$ cat src/hw/rtl/sks_pkg.sv
// shared types and constants for the sorted key set
package sks_pkg;

  localparam int DEF_CAPACITY  = 16;
  localparam int DEF_KEY_WIDTH = 32;
  localparam int FIELD_W       = 5;

  typedef enum logic [1:0] {
    OP_INSERT = 2'd0,
    OP_DELETE = 2'd1,
    OP_LOOKUP = 2'd2,
    OP_CLEAR  = 2'd3
  } op_t;

  typedef enum logic [1:0] {
    ST_OK      = 2'd0,
    ST_PRESENT = 2'd1,
    ST_ABSENT  = 2'd2,
    ST_FULL    = 2'd3
  } status_t;

  typedef enum logic {
    S_IDLE = 1'b0,
    S_EXEC = 1'b1
  } state_t;

  typedef struct packed {
    op_t                op;
    logic signed [31:0] key;
  } req_t;

  typedef struct packed {
    status_t              status;
    logic [FIELD_W-1:0]   position;
    logic [FIELD_W-1:0]   entry_count;
  } rsp_t;

  // commands broadcast to every cell of the chain
  typedef struct packed {
    logic cmp;   // latch compare flags against the broadcast key
    logic ins;   // open a slot at the boundary and write the key
    logic del;   // close the slot at the boundary
  } cell_ctl_t;

endpackage

$ cat src/hw/rtl/sks_cell.sv
// one storage cell of the sorted key chain
module sks_cell #(
  parameter int KEY_WIDTH = sks_pkg::DEF_KEY_WIDTH
) (
  input  logic                        clk,
  input  sks_pkg::cell_ctl_t          ctl,
  input  logic signed [KEY_WIDTH-1:0] bkey,
  input  logic                        below_count,
  input  logic signed [KEY_WIDTH-1:0] left_key,
  input  logic signed [KEY_WIDTH-1:0] right_key,
  input  logic                        left_lt,
  output logic signed [KEY_WIDTH-1:0] key,
  output logic                        lt,
  output logic                        eq
);
  import sks_pkg::*;

  always_ff @(posedge clk) begin
    if (ctl.cmp) begin
      lt <= below_count && (key < bkey);
      eq <= below_count && (key == bkey);
    end
    // cells holding smaller keys never move
    if (ctl.ins && !lt) begin
      key <= left_lt ? bkey : left_key;
    end else if (ctl.del && !lt) begin
      key <= right_key;
    end
  end

endmodule

$ cat src/hw/rtl/sorted_key_set.sv
// top level of the sorted key set: chain of compare-and-shift cells
//
// usage:
//   req channel carries one item {op, key}; rsp channel returns one item
//   {status, position, entry_count} per request. both use valid / stall,
//   an item moves on a rising edge with valid high and stall low.
//   every cell compares the broadcast key at once, so the lower bound is
//   found from the row of "less than" flags with no scan.
// timing:
//   an item is taken on an accepting edge (cells latch their compare flags)
//   and executed in the EXEC state (status built, chain shifts by one place
//   on insert or delete, result registered) once the output register is free.
//   no new item is taken until the previous one has executed.
//   req_stall is high during the execute cycle.
// reset:
//   rst (synchronous, active high) empties the set and drops rsp_valid.
//   key storage is not cleared; cells at or above the count are masked from every compare.
// stall:
//   a result waits in the output register while rsp_stall is high; the next
//   item may still be accepted, and its execute cycle holds until the
//   output register is free.
module sorted_key_set #(
  parameter int CAPACITY  = sks_pkg::DEF_CAPACITY,
  parameter int KEY_WIDTH = sks_pkg::DEF_KEY_WIDTH
) (
  input  logic          clk,
  input  logic          rst,
  input  logic          req_valid,
  output logic          req_stall,
  input  sks_pkg::req_t req,
  output logic          rsp_valid,
  input  logic          rsp_stall,
  output sks_pkg::rsp_t rsp
);
  import sks_pkg::*;

  localparam int CNT_W = $clog2(CAPACITY + 1);
  localparam int IDX_W = (CAPACITY > 1) ? $clog2(CAPACITY) : 1;

  state_t                      state, state_next;
  op_t                         op_q;
  logic signed [KEY_WIDTH-1:0] bkey;
  logic [CNT_W-1:0]            count, count_next;

  logic signed [KEY_WIDTH-1:0] cell_key [CAPACITY];
  logic [CAPACITY-1:0]         cell_lt, cell_eq, left_lt, boundary;
  cell_ctl_t                   ctl;

  logic                        req_take, out_free, advance;
  logic                        found, full;
  logic [IDX_W-1:0]            pos_enc;
  logic [CNT_W-1:0]            pos;
  status_t                     status;

  // ---- handshake ----------------------------------------------------------
  assign req_stall = (state != S_IDLE);
  assign req_take  = req_valid && !req_stall;
  assign out_free  = !rsp_valid || !rsp_stall;
  assign advance   = (state == S_EXEC) && out_free;

  always_ff @(posedge clk) begin
    if (rst) begin
      state <= S_IDLE;
    end else begin
      state <= state_next;
    end
  end

  always_comb begin
    state_next = state;
    unique case (state)
      S_IDLE: if (req_take) state_next = S_EXEC;
      S_EXEC: if (out_free) state_next = S_IDLE;
      default: state_next = S_IDLE;
    endcase
  end

  // key is sign-extended or truncated to the store's width
  always_ff @(posedge clk) begin
    if (req_take) begin
      op_q <= req.op;
      bkey <= KEY_WIDTH'(req.key);
    end
  end

  // ---- cell chain ---------------------------------------------------------
  assign full = (count == CNT_W'(CAPACITY));

  always_comb begin
    ctl.cmp = req_take;
    ctl.ins = advance && (op_q == OP_INSERT) && !found && !full;
    ctl.del = advance && (op_q == OP_DELETE) && found;
  end

  // compare flags are latched from the incoming key in the accept cycle
  logic signed [KEY_WIDTH-1:0] cmp_key;
  assign cmp_key = req_take ? KEY_WIDTH'(req.key) : bkey;

  for (genvar i = 0; i < CAPACITY; i++) begin : g_cell
    logic signed [KEY_WIDTH-1:0] lkey, rkey;
    if (i == 0) begin : g_first
      assign lkey       = cell_key[0];
      assign left_lt[0] = 1'b1;
    end else begin : g_rest
      assign lkey       = cell_key[i-1];
      assign left_lt[i] = cell_lt[i-1];
    end
    if (i == CAPACITY - 1) begin : g_last
      assign rkey = cell_key[i];
    end else begin : g_inner
      assign rkey = cell_key[i+1];
    end

    sks_cell #(.KEY_WIDTH(KEY_WIDTH)) u_cell (
      .clk        (clk),
      .ctl        (ctl),
      .bkey       (cmp_key),
      .below_count(CNT_W'(i) < count),
      .left_key   (lkey),
      .right_key  (rkey),
      .left_lt    (left_lt[i]),
      .key        (cell_key[i]),
      .lt         (cell_lt[i]),
      .eq         (cell_eq[i])
    );
  end

  // lt flags form a thermometer; the boundary cell is where it ends
  assign boundary = left_lt & ~cell_lt;
  assign found    = |cell_eq;

  always_comb begin
    pos_enc = '0;
    for (int i = 0; i < CAPACITY; i++) begin
      pos_enc = pos_enc | (boundary[i] ? IDX_W'(i) : IDX_W'(0));
    end
  end

  // a full set with every held key smaller: position is the capacity itself
  assign pos = cell_lt[CAPACITY-1] ? CNT_W'(CAPACITY) : CNT_W'(pos_enc);

  // ---- execute ------------------------------------------------------------
  always_comb begin
    status     = ST_OK;
    count_next = count;
    case (op_q)
      OP_INSERT: begin
        if (found) begin
          status = ST_PRESENT;
        end else if (full) begin
          status = ST_FULL;
        end else begin
          count_next = count + CNT_W'(1);
        end
      end
      OP_DELETE: begin
        if (found) begin
          count_next = count - CNT_W'(1);
        end else begin
          status = ST_ABSENT;
        end
      end
      OP_LOOKUP: status = found ? ST_OK : ST_ABSENT;
      default:   count_next = '0;
    endcase
  end

  always_ff @(posedge clk) begin
    if (rst) begin
      count <= '0;
    end else if (advance) begin
      count <= count_next;
    end
  end

  // ---- output register ----------------------------------------------------
  always_ff @(posedge clk) begin
    if (rst) begin
      rsp_valid <= 1'b0;
    end else if (advance) begin
      rsp_valid <= 1'b1;
    end else if (!rsp_stall) begin
      rsp_valid <= 1'b0;
    end
  end

  always_ff @(posedge clk) begin
    if (advance) begin
      rsp.status      <= status;
      rsp.position    <= (op_q == OP_CLEAR) ? '0 : FIELD_W'(pos);
      rsp.entry_count <= FIELD_W'(count_next);
    end
  end

endmodule
$ cat config.mk
export PLATFORM = sky130hd
export DESIGN_NAME = sorted_key_set
export DESIGN_NICKNAME = d
export VERILOG_FILES = /design/src/hw/rtl/sks_pkg.sv /design/src/hw/rtl/sks_cell.sv /design/src/hw/rtl/sorted_key_set.sv
export SDC_FILE = /design/constraint.sdc
export NUM_CORES = 2
export LEC_CHECK = 0
export BUFFER_PORTS_ARGS = -buffer_cell sky130_fd_sc_hd__clkbuf_2
export CAP_MARGIN = 20
export CORE_MARGIN = 3
export CORE_UTILIZATION = 58
export DETAILED_ROUTE_END_ITERATION = 8
export PLACE_DENSITY = 0.86
export SYNTH_ARGS = -nofsm -noshare
export SYNTH_HDL_FRONTEND = slang
export SYNTH_SLANG_ARGS = --single-unit
$ cat constraint.sdc
create_clock -name clk -period 4.2 [get_ports clk]
set_input_delay 0.21 -clock clk [delete_from_list [all_inputs] [get_ports clk]]
set_output_delay 0.21 -clock clk [all_outputs]
set_load 0.01 [all_outputs]
---- Word level (Yosys, flattened, before mapping) ----
Index checks and enable logic that the tools add are counted.
storage, ports and cells
  bits in registers ....................... 597
  input bits .............................. 38
cells by class
  add/subtract/negate cells ............... 2
  magnitude comparators ................... 32
  equal/unequal tests ..................... 21
  multiplexer cells ....................... 75
  bitwise operators ....................... 17
  reduce and logical (&&, ||, !) cells .... 111
operators with widths
  cell                                                                          count
  32-bit 2-to-1 mux                                                             46
  32-bit == test                                                                16
  32-bit less-than comparator                                                   16
  1-bit logical AND                                                             70
  4-bit by 5-bit less-than comparator with 1-bit output (first input constant)  8
  4-bit 2-to-1 mux                                                              8
  2-bit nonzero test                                                            15
  4-bit bitwise OR                                                              7
  1-bit logical NOT                                                             21
  3-bit by 5-bit less-than comparator with 1-bit output (first input constant)  4
  5-bit 2-to-1 mux                                                              4
  16-bit AND                                                                    1
  16-bit NOT                                                                    1
  16-bit OR reduction                                                           1
  5-bit case mux with 3 select lines                                            1
  3-bit 2-to-1 mux                                                              4
  1-bit by 5-bit less-than comparator with 1-bit output (first input constant)  2
  2-bit by 5-bit less-than comparator with 1-bit output (first input constant)  2
  2-bit 2-to-1 mux                                                              5
  3-bit bitwise OR                                                              3
  5-bit by 1-bit adder with 5-bit output (second input constant)                1
  5-bit == test (second input constant)                                         1
  1-bit 2-to-1 mux                                                              5
  5-bit by 1-bit subtractor with 5-bit output (second input constant)           1
  13 further kinds                                                              15

---- Depth between registers and ports, before layout ----
  word-level depth ........................ 18
  depth in mapped cells ................... 13
  mapped depth without buffers ............ 11

---- Cells and area by module ----
From an unflattened synthesis, not the netlist that was laid out.
unflattened totals
  cells, all modules ...................... 4437
  area total of the unflattened synthesis .. 42968.7 sq um
modules (own cells, without submodules)
  module          times used  cells an instance  area an instance (sq um)
  sks_cell        16          262                2529.9
  sorted_key_set  1           245                2489.9

---- Least setup slack after synthesis ----
Ideal clock, no wire load.
  path kind ............................... flip-flop to flip-flop
  start ................................... register state, in the netlist req_stall
  end ..................................... register g_cell[12].u_cell.lt, data pin
  library setup time ...................... 0.260 ns
  data arrival time ....................... 4.222 ns
  data required time ...................... 3.940 ns
  path slack .............................. -0.282 ns
  stages on the path, launching flop included .. 13
  path buffers ............................ 3
  cell sequence ........................... dfxtp_1 nand2b_1 clkbuf_1 clkbuf_1 mux2i_1 clkbuf_1 ha_1 a21oi_1 o21ai_0 a221o_1 a2111oi_0 o21ai_0 mux2_2
on the way
  cells in the longest elaborated chain, start to end .. 5
ends and longest elaborated chain
  what                         line                  source
  start, declared              sorted_key_set.sv:40  state_t state, state_next;
  start signal, assigned       sorted_key_set.sv:65  state <= state_next;
  1-bit logical NOT            sorted_key_set.sv:57  assign req_take = req_valid && !req_stall;
  1-bit logical AND            sorted_key_set.sv:57
  32-bit 2-to-1 mux            --
  32-bit less-than comparator  sks_cell.sv:20        lt <= below_count && (key < bkey);
  1-bit logical AND            sks_cell.sv:20
  end signal, assigned         sks_cell.sv:20
  end, declared                sks_cell.sv:13        output logic lt,
Every way passes these cells.
A chain may end at the register's enable or synchronous reset.

---- Worst setup path after layout ----
Ends and elaborated chain as after synthesis.

==> results.md <==
- RSZ-0062 raised after global routing: false
- Placed insts: 5177
- Final setup violation count: 0
- Final WS setup: 0.316 ns
- Seq/Total Area, Yosys: 0.441
- Number of max-cap violations: 0
- Largest net degree at the start of global routing: 69
- Skew-Pair Late Insertion Delay: 0.63 ns
- Vias/cell: 6.44
- Root Buffer: clkbuf_16
- Area of the mapped netlist: 39700 um^2
- Clock skew: 0.0299 ns
- Clock sinks: 597
- Iter 0 DRT Violations: 3743
- Hpwl dp: 81.7 mm
- I/O Buffers: 51
- Critical path class: flop to flop
- Ys async rst share: 0
- CTS tree: built
- Max IR drop VDD: 0.366 mV
- Site row count: 95
- Reg clk slew, reported paths: 0.06 ns
- Synth top area cells: edfxtp_1, ha_1, o21ai_0
- Synth Register Bits: 597
- # DRC: 0
- Vias in the first global route: 32.8k
- Area growth, synth to finish: 10.4%
- Rel. slew slack: 0.314
- CP Data Required Time: 4.57 ns
- Synth warn: 0
- Die Width: 268 um
- Pwr Total: 16.0 mW
- Clk buf depth: 3
- Global-route wire length before repair: 176 mm
- Most frequent cells in the layout: nand2_1, o21ai_0, edfxtp_1, ha_1, a21oi_1
- Yosys top cell by area: edfxtp_1
- CTS buffer count: 68
- Avg WL per Cell: 21.0 um
- Fin. max-slew vios: 0
- 1st-pass router iterations: 8
- Hold depth: 4
- Initial antenna violation count: 4
- Depth of the CTS H-tree: 3
- R2r setup slk: 0.32 ns
- Number of synthesized flops with an enable pin: 558
- Post-synth top flop: edfxtp_1
- Hold Crit Start: req[7]
- Status: complete, no violations
- Commonest non-fill, non-tap cell in the layout: nand2_1
- Critical Path Start Type: flop
- P per Cell Area: 365 nW/um^2
- Vias post-DR: 34.2k
- R2R Path Start: req_stall$_SDFF_PP0_
- GP Congestion: 0.959
- Crit Path Max Fanout: 23
- Top cell type's share of synthesized area: 0.422
- Avg Inst Size Synth: 9.08 um^2
- Die height: 268 um
- Die ar.: 71700 um^2
- Pre-CTS WS: 0.384 ns
- Setup TNS: 0 ns
- Hold Path End: bkey[7]$_DFF_P_
- Share of cells above drive strength 1: 0.0798
- GRT Total Usage: 0.310
- P_leak: 17.7 nW
- Syn Nets: 4917
- Gr ovfl total: 0
- Gate Count Post-Synth: 4375
- Starting Density: 0.589
- Layout net count: 4926
- Worst R2R End: g_cell[12].u_cell.lt$_DFFE_PN_
- Total wire length: 112 mm
- Ports: 52
- Netlist cell types: 71
- Final Non-Filler Cells: 5310
- Hold crit path type: input pin to flop
- Remaining antenna violation count: 0
- Tmin final: 3.88 ns
- Final Hold Viols: 0
- Core Box Area: 67500 um^2
- Reg2Reg Depth: 11
- Period utilization: 0.925
- CTS resizes: 0
- Critical Path End Type: flop
- Peak Freq: 257 MHz
- Worst hold slack: 0.0435 ns
- Worst slew pin tran: 1.03 ns
- Critical path arrival: 4.26 ns
## power by group
group / total, mW / leakage [nW] / internal (mW) / switching (mW)
clock network: 5.76 / 1.01 / 3.27 / 2.49
registers: 6.79 / 5.41 / 6.62 / 0.163
logic: 3.45 / 11.3 / 1.28 / 2.17
total: 16.0 / 17.7 / 11.2 / 4.82
## state kept, by name, indices dropped and copies added (netlist names)
signal             flops
bkey                  32
count                  5
g_cell.u_cell.eq      16
g_cell.u_cell.key    512
g_cell.u_cell.lt      16
op_q                   2
req_stall              1
rsp                   12
rsp_valid              1
## cell usage after synthesis (8+ instances only)
library cell,number
o21ai_1,140
a31oi_1,17
o211ai_1,13
inv_1,79
o21a_1,17
o2111ai_1,8
xnor2_1,16
nand2b_1,19
o31ai_1,12
nand2_1,821
mux2i_1,33
and4_1,23
o41ai_1,8
a21boi_0,12
clkbuf_1,220
o221ai_1,11
nor2b_1,21
a211oi_1,20
nand4_1,82
a221oi_1,17
o21ai_0,621
ha_1,504
a21o_1,40
nor2_1,330
a21oi_1,436
buf_2,23
dfxtp_1,39
edfxtp_1,558
nor3_1,21
buf_1,9
nor4_1,24
nand3_1,73
## stage by stage
stage / utilization / area (um^2)
after global routing: 0.650 / 43900
after global placement: 0.617 / 41700
after floorplan: - / 39800
final: 0.650 / 43900
after CTS: 0.649 / 43800
after detailed placement: 0.617 / 41700
## kinds of logic after synthesis
group,synth area share
AND/OR/NAND/NOR,0.159
AO/OA/AOI/OAI,0.195
flip-flops,0.441
adder cells (fa/ha/maj),0.160
buffers and inverters,0.0325
multiplexers,0.00888
XOR/XNOR,0.00375
## worst max path at each step
stage	from	endpoint	cells after the start
4_1_cts	req_stall$_SDFF_PP0_	g_cell[12].u_cell.lt$_DFFE_PN_	11
2_1_floorplan	req_stall$_SDFF_PP0_	g_cell[8].u_cell.lt$_DFFE_PN_	12
6_report	req_stall$_SDFF_PP0_	g_cell[12].u_cell.lt$_DFFE_PN_	11
3_5_place_dp	req_stall$_SDFF_PP0_	g_cell[12].u_cell.lt$_DFFE_PN_	11
3_3_place_gp	req_stall$_SDFF_PP0_	g_cell[5].u_cell.lt$_DFFE_PN_	11
5_1_grt	req_stall$_SDFF_PP0_	g_cell[12].u_cell.lt$_DFFE_PN_	11
## routing by layer
| metal | routed length (um) | vias up | track usage |
|---|---|---|---|
| met5 | 62 | - | 0 |
| met4 | 6240 | 6 | 0.166 |
| met3 | 11300 | 374 | 0.0540 |
| met2 | 51100 | 1912 | 0.497 |
| met1 | 42900 | 15700 | 0.406 |
| li1 | - | 16200 | - |
## worst max-delay path: stages (launching register included)
cell	delay, ns
dfxtp_1	0.41
nand2b_4	0.26
buf_12	0.32
mux2i_4	0.46
buf_4	0.30
ha_1	0.28
nand4_1	0.14
o21ai_0	0.10
o221a_2	0.30
a2111oi_0	0.50
o21ai_0	0.19
mux2_2	0.30
## what timing repair did
item                      4_1_cts  5_1_grt
hold endpoints to repair       11        0
buffers inserted                0        0
hold buffers                    8        0
## cell type report
cell class,instances,area [um^2]
Fill cell,5129,23600
Multi-Input combinational cell,3443,21400
Sequential cell,597,17500
Timing Repair Buffer,192,1460
Tap cell,873,1090
Clock buffer,92,1840
Antenna cell,1,2.50
Inverter,82,308
Clock inverter,30,233
Note: power is estimated with default switching activity, not from simulation.
